--- config.mk ---
export PLATFORM = sky130hd
export DESIGN_NAME = cnf_token_parser_top
export DESIGN_NICKNAME = d
export VERILOG_FILES = /design/src/design/cnfp_pkg.sv /design/src/design/cnfp_in_stage.sv /design/src/design/cnfp_core.sv /design/src/design/cnfp_out_reg.sv /design/src/design/cnf_token_parser_top.sv
export SDC_FILE = /design/constraint.sdc
export NUM_CORES = 1
export LEC_CHECK = 0
export BUFFER_PORTS_ARGS = -buffer_cell sky130_fd_sc_hd__buf_4
export CAP_MARGIN = 20
export CORE_MARGIN = 2
export CORE_UTILIZATION = 45
export DETAILED_ROUTE_END_ITERATION = 16
export GPL_TIMING_DRIVEN = 0
export PLACE_DENSITY_LB_ADDON = 0.15
export SYNTH_ARGS = -nofsm -noshare
export SYNTH_HDL_FRONTEND = slang
export SYNTH_HIERARCHICAL = 1
export SYNTH_SLANG_ARGS = --single-unit
--- constraint.sdc ---
create_clock -name clk -period 18.15 [get_ports clk]
set_input_delay 1.815 -clock clk [delete_from_list [all_inputs] [get_ports clk]]
set_output_delay 1.815 -clock clk [all_outputs]
set_load 0.03 [all_outputs]
--- src/design/cnfp_pkg.sv ---
// Shared types, constants and helper functions for the CNF token parser.
package cnfp_pkg;

	// Width of the number token value (two's complement)
	localparam int VALUE_WIDTH = 32;
	// Width of the literal result field
	localparam int LIT_W = 32;
	// Width of the saturating counts
	localparam int CNT_W = 31;
	localparam logic [CNT_W-1:0] CNT_MAX = {CNT_W{1'b1}};

	// Magnitude width: holds |most negative value| and compares against CNT_MAX
	localparam int MAG_W = (VALUE_WIDTH + 1 > CNT_W + 1) ? VALUE_WIDTH + 1 : CNT_W + 1;
	// Sign-extension width for the literal
	localparam int SX_W = (VALUE_WIDTH > LIT_W) ? VALUE_WIDTH : LIT_W;

	typedef enum logic [2:0] {
		TK_COMMENT = 3'd0,
		TK_HEADER  = 3'd1,
		TK_NUMBER  = 3'd2,
		TK_ZERO    = 3'd3,
		TK_NEWLINE = 3'd4,
		TK_EOF     = 3'd5,
		TK_SCAN    = 3'd6
	} tok_kind_t;

	typedef enum logic [1:0] {
		RK_LITERAL = 2'd0,
		RK_CLAUSE  = 2'd1,
		RK_OK      = 2'd2,
		RK_FAIL    = 2'd3
	} res_kind_t;

	typedef enum logic [2:0] {
		ERR_NONE   = 3'd0,
		ERR_SCAN   = 3'd1,
		ERR_DUP    = 3'd2,
		ERR_END    = 3'd3,
		ERR_HEADER = 3'd4,
		ERR_CLAUSE = 3'd5
	} err_code_t;

	// Parse phases: header wait, three header fields, three body phases
	typedef enum logic [2:0] {
		PH_INIT     = 3'd0,
		PH_VARS     = 3'd1,
		PH_CLAUSES  = 3'd2,
		PH_HDR_NL   = 3'd3,
		PH_BETWEEN  = 3'd4,
		PH_IN_CLS   = 3'd5,
		PH_AFTER_Z  = 3'd6
	} phase_t;

	// One result beat
	typedef struct packed {
		res_kind_t                kind;
		logic signed [LIT_W-1:0]  literal;
		err_code_t                err;
		logic [CNT_W-1:0]         declared_vars;
		logic [CNT_W-1:0]         declared_clauses;
		logic [CNT_W-1:0]         largest_var;
		logic [CNT_W-1:0]         clauses_seen;
	} res_t;

	// Absolute value of a token value, saturated to the count width
	function automatic logic [CNT_W-1:0] abs_sat(input logic [VALUE_WIDTH-1:0] v);
		logic [MAG_W-1:0] ext;
		logic [MAG_W-1:0] mag;
		ext = MAG_W'($signed(v));
		mag = v[VALUE_WIDTH-1] ? (~ext + MAG_W'(1)) : ext;
		if (mag > MAG_W'(CNT_MAX))
			return CNT_MAX;
		return mag[CNT_W-1:0];
	endfunction

	// Low literal bits of the sign-extended token value
	function automatic logic [LIT_W-1:0] to_literal(input logic [VALUE_WIDTH-1:0] v);
		logic [SX_W-1:0] sx;
		sx = SX_W'($signed(v));
		return sx[LIT_W-1:0];
	endfunction

endpackage

--- src/design/cnfp_in_stage.sv ---
// Input register stage: holds one token beat until the parser core takes it.
module cnfp_in_stage
	import cnfp_pkg::*;
(
	input  logic                    clk,
	input  logic                    arst_n,
	input  logic                    in_valid,
	output logic                    in_ready,
	input  logic [2:0]              in_kind,
	input  logic [VALUE_WIDTH-1:0]  in_value,
	input  logic                    advance,
	output logic                    valid_s1,
	output logic [2:0]              kind_s1,
	output logic [VALUE_WIDTH-1:0]  value_s1
);

	// Free when empty or when the held beat moves on this cycle
	assign in_ready = !valid_s1 || advance;

	// Valid flag
	always_ff @(posedge clk or negedge arst_n) begin
		if (!arst_n) begin
			valid_s1 <= 1'b0;
		end else if (in_ready) begin
			valid_s1 <= in_valid;
		end
	end

	// Payload, no reset
	always_ff @(posedge clk) begin
		if (in_valid && in_ready) begin
			kind_s1  <= in_kind;
			value_s1 <= in_value;
		end
	end

endmodule

--- src/design/cnfp_core.sv ---
// Parser core: phase and count registers plus the per-token transition logic.
module cnfp_core
	import cnfp_pkg::*;
(
	input  logic                    clk,
	input  logic                    arst_n,
	input  logic                    advance,
	input  logic [2:0]              kind_s1,
	input  logic [VALUE_WIDTH-1:0]  value_s1,
	output logic                    res_emit,
	output res_t                    res
);

	phase_t           phase_q, phase_d;
	logic [CNT_W-1:0] hvars_q, hvars_d;
	logic [CNT_W-1:0] hcls_q, hcls_d;
	logic [CNT_W-1:0] maxvar_q, maxvar_d;
	logic [CNT_W-1:0] ccount_q, ccount_d;
	logic             halted_q, halted_d;

	logic             neg;
	logic [CNT_W-1:0] mag;
	res_kind_t        rk;
	err_code_t        err;
	logic             take_lit;

	assign neg = value_s1[VALUE_WIDTH-1];
	assign mag = abs_sat(value_s1);

	// State registers, updated when a token is consumed
	always_ff @(posedge clk or negedge arst_n) begin
		if (!arst_n) begin
			phase_q  <= PH_INIT;
			hvars_q  <= '0;
			hcls_q   <= '0;
			maxvar_q <= '0;
			ccount_q <= '0;
			halted_q <= 1'b0;
		end else if (advance) begin
			phase_q  <= phase_d;
			hvars_q  <= hvars_d;
			hcls_q   <= hcls_d;
			maxvar_q <= maxvar_d;
			ccount_q <= ccount_d;
			halted_q <= halted_d;
		end
	end

	// Token transition
	always_comb begin
		phase_d  = phase_q;
		hvars_d  = hvars_q;
		hcls_d   = hcls_q;
		maxvar_d = maxvar_q;
		ccount_d = ccount_q;
		halted_d = halted_q;
		res_emit = 1'b0;
		rk       = RK_LITERAL;
		err      = ERR_NONE;
		take_lit = 1'b0;

		if (halted_q) begin
			// halted: ignore everything
		end else if (kind_s1 >= TK_SCAN) begin
			// scan error, including the unused code
			res_emit = 1'b1;
			rk       = RK_FAIL;
			err      = ERR_SCAN;
		end else if (kind_s1 == TK_COMMENT) begin
			// comments are skipped
		end else begin
			unique case (phase_q)
				PH_INIT: begin
					if (kind_s1 == TK_HEADER) begin
						phase_d = PH_VARS;
					end else if (kind_s1 == TK_EOF) begin
						res_emit = 1'b1;
						rk       = RK_FAIL;
						err      = ERR_END;
					end
				end
				PH_VARS, PH_CLAUSES: begin
					if (kind_s1 != TK_NUMBER || neg) begin
						res_emit = 1'b1;
						rk       = RK_FAIL;
						err      = ERR_HEADER;
					end else if (phase_q == PH_VARS) begin
						hvars_d = mag;
						phase_d = PH_CLAUSES;
					end else begin
						hcls_d  = mag;
						phase_d = PH_HDR_NL;
					end
				end
				PH_HDR_NL: begin
					if (kind_s1 != TK_NEWLINE) begin
						res_emit = 1'b1;
						rk       = RK_FAIL;
						err      = ERR_HEADER;
					end else begin
						phase_d = PH_BETWEEN;
					end
				end
				PH_BETWEEN: begin
					case (kind_s1)
						TK_HEADER: begin
							res_emit = 1'b1;
							rk       = RK_FAIL;
							err      = ERR_DUP;
						end
						TK_EOF: begin
							res_emit = 1'b1;
							if (hvars_q == '0) begin
								rk  = RK_FAIL;
								err = ERR_END;
							end else begin
								rk       = RK_OK;
								halted_d = 1'b1;
							end
						end
						TK_NEWLINE: begin
						end
						TK_NUMBER: begin
							phase_d  = PH_IN_CLS;
							take_lit = 1'b1;
						end
						default: begin
							res_emit = 1'b1;
							rk       = RK_FAIL;
							err      = ERR_CLAUSE;
						end
					endcase
				end
				PH_IN_CLS: begin
					case (kind_s1)
						TK_ZERO:    phase_d = PH_AFTER_Z;
						TK_NEWLINE: begin
						end
						TK_NUMBER:  take_lit = 1'b1;
						default: begin
							res_emit = 1'b1;
							rk       = RK_FAIL;
							err      = ERR_CLAUSE;
						end
					endcase
				end
				PH_AFTER_Z: begin
					if (kind_s1 inside {TK_NEWLINE, TK_EOF}) begin
						if (ccount_q != CNT_MAX)
							ccount_d = ccount_q + CNT_W'(1);
						phase_d  = PH_BETWEEN;
						res_emit = 1'b1;
						rk       = RK_CLAUSE;
					end else begin
						res_emit = 1'b1;
						rk       = RK_FAIL;
						err      = ERR_CLAUSE;
					end
				end
				default: phase_d = PH_INIT;
			endcase
		end

		// Literal pass-through with running maximum
		if (take_lit) begin
			res_emit = 1'b1;
			rk       = RK_LITERAL;
			if (mag > maxvar_q)
				maxvar_d = mag;
		end

		// Any failure halts the parser
		if (rk == RK_FAIL && res_emit)
			halted_d = 1'b1;
	end

	// Result beat built from the post-update state
	always_comb begin
		res.kind             = rk;
		res.literal          = take_lit ? to_literal(value_s1) : '0;
		res.err              = err;
		res.declared_vars    = hvars_d;
		res.declared_clauses = hcls_d;
		res.largest_var      = maxvar_d;
		res.clauses_seen     = ccount_d;
	end

`ifndef SYNTHESIS
	// Once halted, the parser never leaves that state
	a_halt_sticky: assert property (@(posedge clk) disable iff (!arst_n)
		halted_q |=> halted_q)
		else $error("halted flag cleared without reset");

	// A halted parser produces no results
	a_halt_quiet: assert property (@(posedge clk) disable iff (!arst_n)
		halted_q |-> !res_emit)
		else $error("result produced while halted");

	// A consumed failure or success halts the parser
	a_end_halts: assert property (@(posedge clk) disable iff (!arst_n)
		(advance && res_emit && (rk == RK_FAIL || rk == RK_OK)) |=> halted_q)
		else $error("parser did not halt after final result");

	// The clause count never goes down
	a_count_mono: assert property (@(posedge clk) disable iff (!arst_n)
		1'b1 |=> ccount_q >= $past(ccount_q))
		else $error("clause count decreased");
`endif

endmodule

--- src/design/cnfp_out_reg.sv ---
// Result register: holds one result beat until the consumer takes it.
module cnfp_out_reg
	import cnfp_pkg::*;
(
	input  logic  clk,
	input  logic  arst_n,
	input  logic  load,
	input  res_t  res_in,
	output logic  space,
	output logic  out_valid,
	input  logic  out_ready,
	output res_t  res_q
);

	// Room for a new beat when empty or when the held beat is taken now
	assign space = !out_valid || out_ready;

	// Valid flag
	always_ff @(posedge clk or negedge arst_n) begin
		if (!arst_n) begin
			out_valid <= 1'b0;
		end else if (load) begin
			out_valid <= 1'b1;
		end else if (out_ready) begin
			out_valid <= 1'b0;
		end
	end

	// Payload, no reset
	always_ff @(posedge clk) begin
		if (load)
			res_q <= res_in;
	end

endmodule

--- src/design/cnf_token_parser_top.sv ---
// Top level of the CNF token parser: input stage, parser core, result register.
//
// Parses a stream of pre-scanned DIMACS CNF tokens, one token per beat on the
// token channel, and sends literal, clause-end, success and failure results on
// the result channel. The block takes one token per clock cycle when the result
// side keeps up. An accepted token is loaded into the input register, then passes
// through the parser core, which loads its result into the result register.
// Tokens that cause no result (comments, header fields, blank newlines) pass
// through the core too and produce nothing. Every token, with or without a
// result, waits in the input register while the result register holds a beat
// that is not taken, and the token channel stalls while both registers are
// full. After a success or failure result the parser stays halted, absorbing
// tokens without results, until the asynchronous reset.
module cnf_token_parser_top
	import cnfp_pkg::*;
(
	input  logic                           clk,
	input  logic                           arst_n,
	input  logic                           token_valid,
	output logic                           token_ready,
	input  logic [2:0]                     token_kind,
	input  logic signed [VALUE_WIDTH-1:0]  token_value,
	output logic                           result_valid,
	input  logic                           result_ready,
	output logic [1:0]                     result_kind,
	output logic signed [LIT_W-1:0]        literal,
	output logic [2:0]                     error_code,
	output logic [CNT_W-1:0]               declared_vars,
	output logic [CNT_W-1:0]               declared_clauses,
	output logic [CNT_W-1:0]               largest_var,
	output logic [CNT_W-1:0]               clauses_seen
);

	logic                    valid_s1;
	logic [2:0]              kind_s1;
	logic [VALUE_WIDTH-1:0]  value_s1;
	logic                    advance;
	logic                    space;
	logic                    res_emit;
	res_t                    res_next;
	res_t                    res_q;

	// A held token moves through the core when the result register has room
	assign advance = valid_s1 && space;

	cnfp_in_stage u_in (
		.clk      (clk),
		.arst_n   (arst_n),
		.in_valid (token_valid),
		.in_ready (token_ready),
		.in_kind  (token_kind),
		.in_value (token_value),
		.advance  (advance),
		.valid_s1 (valid_s1),
		.kind_s1  (kind_s1),
		.value_s1 (value_s1)
	);

	cnfp_core u_core (
		.clk      (clk),
		.arst_n   (arst_n),
		.advance  (advance),
		.kind_s1  (kind_s1),
		.value_s1 (value_s1),
		.res_emit (res_emit),
		.res      (res_next)
	);

	cnfp_out_reg u_out (
		.clk       (clk),
		.arst_n    (arst_n),
		.load      (advance && res_emit),
		.res_in    (res_next),
		.space     (space),
		.out_valid (result_valid),
		.out_ready (result_ready),
		.res_q     (res_q)
	);

	// Result fields
	assign result_kind      = res_q.kind;
	assign literal          = res_q.literal;
	assign error_code       = res_q.err;
	assign declared_vars    = res_q.declared_vars;
	assign declared_clauses = res_q.declared_clauses;
	assign largest_var      = res_q.largest_var;
	assign clauses_seen     = res_q.clauses_seen;

`ifndef SYNTHESIS
	// Error code is only set on a failure beat
	a_err_only_fail: assert property (@(posedge clk) disable iff (!arst_n)
		(result_valid && res_q.kind != RK_FAIL) |-> res_q.err == ERR_NONE)
		else $error("error code on a non-failure result");

	// Literal is zero on every non-literal beat
	a_lit_only_lit: assert property (@(posedge clk) disable iff (!arst_n)
		(result_valid && res_q.kind != RK_LITERAL) |-> res_q.literal == '0)
		else $error("literal set on a non-literal result");
`endif

endmodule

### Word level (Yosys, flattened, before mapping)

Index checks and enable logic that the tools add are counted.
Widths: inputs -> output; s select.

| word-level totals | value |
|---|---|
| logic and storage cells | 149 |
| output and inout port bits | 163 |
| register bits | 326 |
| input bits | 39 |

| operators by class | value |
|---|---|
| equal/unequal tests | 21 |
| reductions and logical operators | 20 |
| add/sub/neg operators | 2 |
| mux-type cells | 81 |
| order comparisons | 3 |
| bitwise operators | 4 |

Operators with widths:

| cell | number |
|---|---|
| $mux 31 | 22 |
| $pmux 3 s6 | 2 |
| $add 33x1->33 const B | 1 |
| $gt 33x31->1 const B | 1 |
| $mux 3 | 11 |
| $mux 33 | 1 |
| $not 33->33 | 1 |
| $add 31x1->31 const B | 1 |
| $gt 31x31->1 | 1 |
| $logic_not 31->1 | 1 |
| $ne 31x31->1 const B | 1 |
| $mux 1 | 29 |
| $mux 2 | 12 |
| $eq 3x3->1 const B | 5 |
| $eq 3x2->1 const B | 4 |
| $pmux 2 s6 | 1 |
| $reduce_and 10->1 | 1 |
| $pmux 3 s3 | 1 |
| $eq 3x1->1 const B | 2 |
| $logic_not 3->1 | 2 |
| $ne 2x1->1 const B | 3 |
| $ne 2x2->1 const B | 3 |
| $pmux 1 s6 | 1 |
| $reduce_or 2->1 | 3 |
| other kinds (11) | 21 |

### Logic depth before layout (Yosys ltp)

| depth | value |
|---|---|
| word-level depth | 12 |
| mapped depth | 17 |
| gate-level depth less buffers | 15 |

### Hierarchy

Netlist, hierarchy kept.

Modules (own cells, without submodules):

| module | seq. area each (um^2) | area an instance (um^2) | times used | cells each |
|---|---|---|---|---|
| cnfp_core | 3,203.1 | 9,165.0 | 1 | 1,027 |
| cnfp_out_reg | 4,859.7 | 4,882.2 | 1 | 164 |
| cnfp_in_stage | 1,076.0 | 1,104.8 | 1 | 39 |
| cnf_token_parser_top | 0.0 | 12.5 | 1 | 2 |

### Least setup slack after synthesis

No wires, ideal clock.

| timing | value |
|---|---|
| kind | in2reg |
| start | in result_ready |
| end | reg u_out.out_valid |
| arrival | 6,235 ps |
| slack | 11,824 ps |
| stages on the path | 3 |
| data required time | 18,059 ps |
| cells stage by stage | nand2b_4 > and3_1 > nand2b_2 |

| on the way | value |
|---|---|
| longest elaborated chain between the ends | 4 |
| elaborated cells between the ends (all ways) | 5 |
| classes of those cells | mux: 1; reduce/logical: 4 |

Ends and longest elaborated chain:

| what | line | source |
|---|---|---|
| from (decl) | cnf_token_parser_top.sv:24 | `input logic result_ready,` |
| $logic_or 1x1->1 | cnfp_out_reg.sv:16 | `assign space = !out_valid \|\| out_ready;` |
| $logic_and 1x1->1 | cnf_token_parser_top.sv:44 | `assign advance = valid_s1 && space;` |
| $logic_and 1x1->1 | cnf_token_parser_top.sv:72 | `.load (advance && res_emit),` |
| $mux 1 / $reduce_bool 2->1 (equally long branches) | n/a |  |
| to (signal assigned) | cnfp_out_reg.sv:21 | `out_valid <= 1'b0;` |
| to (signal assigned) | cnfp_out_reg.sv:23 | `out_valid <= 1'b1;` |
| to (signal assigned) | cnfp_out_reg.sv:25 | `out_valid <= 1'b0;` |
| to (decl) | cnfp_out_reg.sv:10 | `output logic out_valid,` |

Parallel ways exist; a longest one is shown, timed or not.
A chain may end at the register's enable or synchronous reset.

==> run metrics <==
status finished clean; Mapped Area ~0.015 mm2; Register Area a little over 0.009 mm2; Yosys cell types 70; worst-margin pin slew 1.07 ns; top_reg_cell synth edfxtp_1; Fin. Hold Viols 0; DP Worst Slack 12.29 ns; Final Max Slew Viols 0; Ys Warns 6; Starting Density a little under half; Synth Area in Simple Gates 11.8%; CTS H-Tree Depth 2; worst hold slack about 0.48 ns; Reg clk slew, reported paths around 0.060 ns; Final Worst Setup Slack roughly 12 ns; Min-Delay Path Depth 2; final setup fails 0; DRT iter0 DRCs between 900 and 1000; area leader, netlist edfxtp_1; Worst setup SP type register; leading cell type by number of instances after synthesis edfxtp_1; max cap viols 0; DRT Wirelength 38.1 mm; HP Start u_core/hcls_q[12]; total grt overflow 0; io pins between 200 and 250; final setup TNS 0 ns; Area contributors post-synth edfxtp_1, dfrtp_1, mux2_2, ha_1, nand2_1; Yosys top cell area share between 30 and 40%; DRC 0; clk_lat worst skew around 0.52 ns; xor/xnor share of the synthesized area under 10%; dpl hpwl between 20 and 30 mm; min-delay worst type register to register; diodes inserted 0; Worst Path Max Fanout 10; number of port buffers 201; DR vias/cell 5.45; crit share post-route 33.5%; GRT Overall Usage 21.8%; area of the multi-input gates about 0.0055 mm2; CTS Hold Buffers Added 0; Post-synth EDFFs around 200; post-CTS setup buffers 0; Core Rows 67; Max Freq 0.164 GHz; crit path launch u_in/value_s1[0]; fin area about 0.018 mm2; placed cell area approximately 0.017 mm2; clock skew ~0.016 ns; Final nets 1547; Syn Inst Count 1232; Final Critical Period roughly 6.1 ns; Pleak 7.83 nW; Worst R2R Path Depth 16; worst-case clock buffer depth 3; Mean Syn Cell Area ~12 um2; Post-Synth Adder-Cell Area between 2 and 3%; Worst Path Arrival between 6 and 7 ns; combinational family with the most area after synthesis simple AND/OR/NAND/NOR gates; Num CTS Buffers 35; layout cells sized above 1 27.0%; synth cell count leaders edfxtp_1, dfrtp_1, mux2_2; share of the yosys chip area belonging to registers about 60%; CTS sink count approximately 330; Die Area 0.0352 mm2; Rel. slew slack between 20 and 30%; via count around 11000; largest net degree at the start of global routing 89; Power per Cell Area 117 mW/mm2; Async S/R FF share, synth 39.9%; vias in the first global route between 10000 and 15000; number of fill cells in the layout about 2900; #FFs+latches synth about 330; initial antenna violation count 0; required time worst endpoint between 15 and 20 ns; worst r2r src u_in/value_s1[0]; Worst setup EP type register; Avg WL per Cell ~20 um; RSZ-0062 raised after global routing no; Die X ~190 um; gpl congestion roughly 0.87; post_cts resized 0; Synth Area in Compound Gates between 8 and 9%; CTS tree yes; Area Overhead vs Synth 21.3%; slack of the worst reg-to-reg path between 10 and 15 ns; CP Class register to register; first-pass detailed-route iteration total 6; first-pass GRT wire length between 50 and 60 mm; Final ANT Viol Nets 0; Post-Syn Nets roughly 1300; Worst VDD drop ~0.075 mV; Finished Core Util 55.1%; post-synthesis mux area share ~9.7%; Root Buffer clkbuf_16; placeable core region between 0.03 and 0.04 mm2; die height ~190 um
registers in the layout, indices dropped and copies added (netlist names):
register         cells
u_out/res_q        161
u_in/value_s1       32
u_core/ccount_q     31
u_core/hcls_q       31
u_core/hvars_q      31
u_core/maxvar_q     31
u_core/phase_q       3
u_in/kind_s1         3
u_core/halted_q      1
u_in/valid_s1        1
u_out/out_valid      1
metal layers:
metal / up-vias / part of all wire, % / wire length [um] / global-route usage [%]
met1: 5190 / 46 / 17400 / 31.3
met2: 345 / 45 / 17200 / 33.4
met4: 0 / 3.6 / 1390 / 8.42
met3: 85 / 5.4 / 2060 / 3.48
met5: - / 0 / 0 / 0
li1: 5001 / - / - / -
final cells by class:
type	count	area share [%]
Buffer	62	1.36
Clock buffer	45	5.08
Clock inverter	18	0.707
Inverter	64	1.31
Multi-Input combinational cell	780	30.1
Sequential cell	326	49.7
Tap cell	448	3.05
Timing Repair Buffer	206	8.72
report_power, final:
group	switching, mW	leakage [nW]	internal, mW
clock network	0.285	0.524	0.381
registers	0.0466	3.56	0.905
logic	0.342	3.75	0.184
per-stage QoR:
step                cells  power (mW)
floorplan            1232        1.31
global placement     1881        1.50
detailed placement   1885        1.49
CTS                  1948        2.17
global route         1949        2.25
finish               1949        2.14
worst max-delay path, cell delays in order (launching register included):
cell and delay (ns):
edfxtp_1 0.45, inv_1 0.13, ha_1 0.20, or3b_2 0.44
clkbuf_1 0.20, nor4_1 0.49, nand4_1 0.34, o32ai_1 0.73
nor2_1 0.23, ha_1 0.37, nand4_1 0.13, or4_1 0.53
o21ai_0 0.22, a21oi_1 0.10, nor2_1 0.23, clkbuf_1 0.59
mux2_2 0.44
logic make-up after synthesis:
kind of cell,after synthesis
fa+ha+maj,33
compound gates,210
simple gates,345
mux,133
flops,326
buf+inv,126
xor+xnor,59
worst paths after layout:
kind | end
setup / recovery | u_out/res_q[60]
hold / removal | u_core/hcls_q[12]
setup reg to reg | u_out/res_q[60]
hold reg to reg | u_core/hcls_q[12]
max in group asynchronous | u_core/hcls_q[11]
min in group asynchronous | u_out/out_valid
placed cells by master (no fill, tap or decap), drive strengths merged, types with 4 or more instances in the layout:
cell / Yosys / final
edfxtp: 196 / 196
clkbuf: 54 / 99
nor4: 23 / 23
o21a: 14 / 14
ha: 33 / 33
o21ai: 99 / 99
a21oi: 31 / 31
inv: 64 / 66
or4: 11 / 11
a31oi: 8 / 8
nand3: 31 / 31
dfrtp: 130 / 130
xor2: 27 / 27
a211oi: 5 / 5
xnor2: 32 / 32
o31ai: 13 / 13
nand2: 101 / 101
nor3: 25 / 25
clkinv: 0 / 14
mux2: 107 / 107
nor2: 56 / 56
a21o: 8 / 8
and3: 10 / 10
or3: 7 / 7
and2: 29 / 29
and4: 4 / 4
o41ai: 5 / 5
buf: 8 / 214
nand4: 24 / 24
nand2b: 9 / 9
mux2i: 26 / 26
Note: power is estimated with default switching activity, not from simulation.
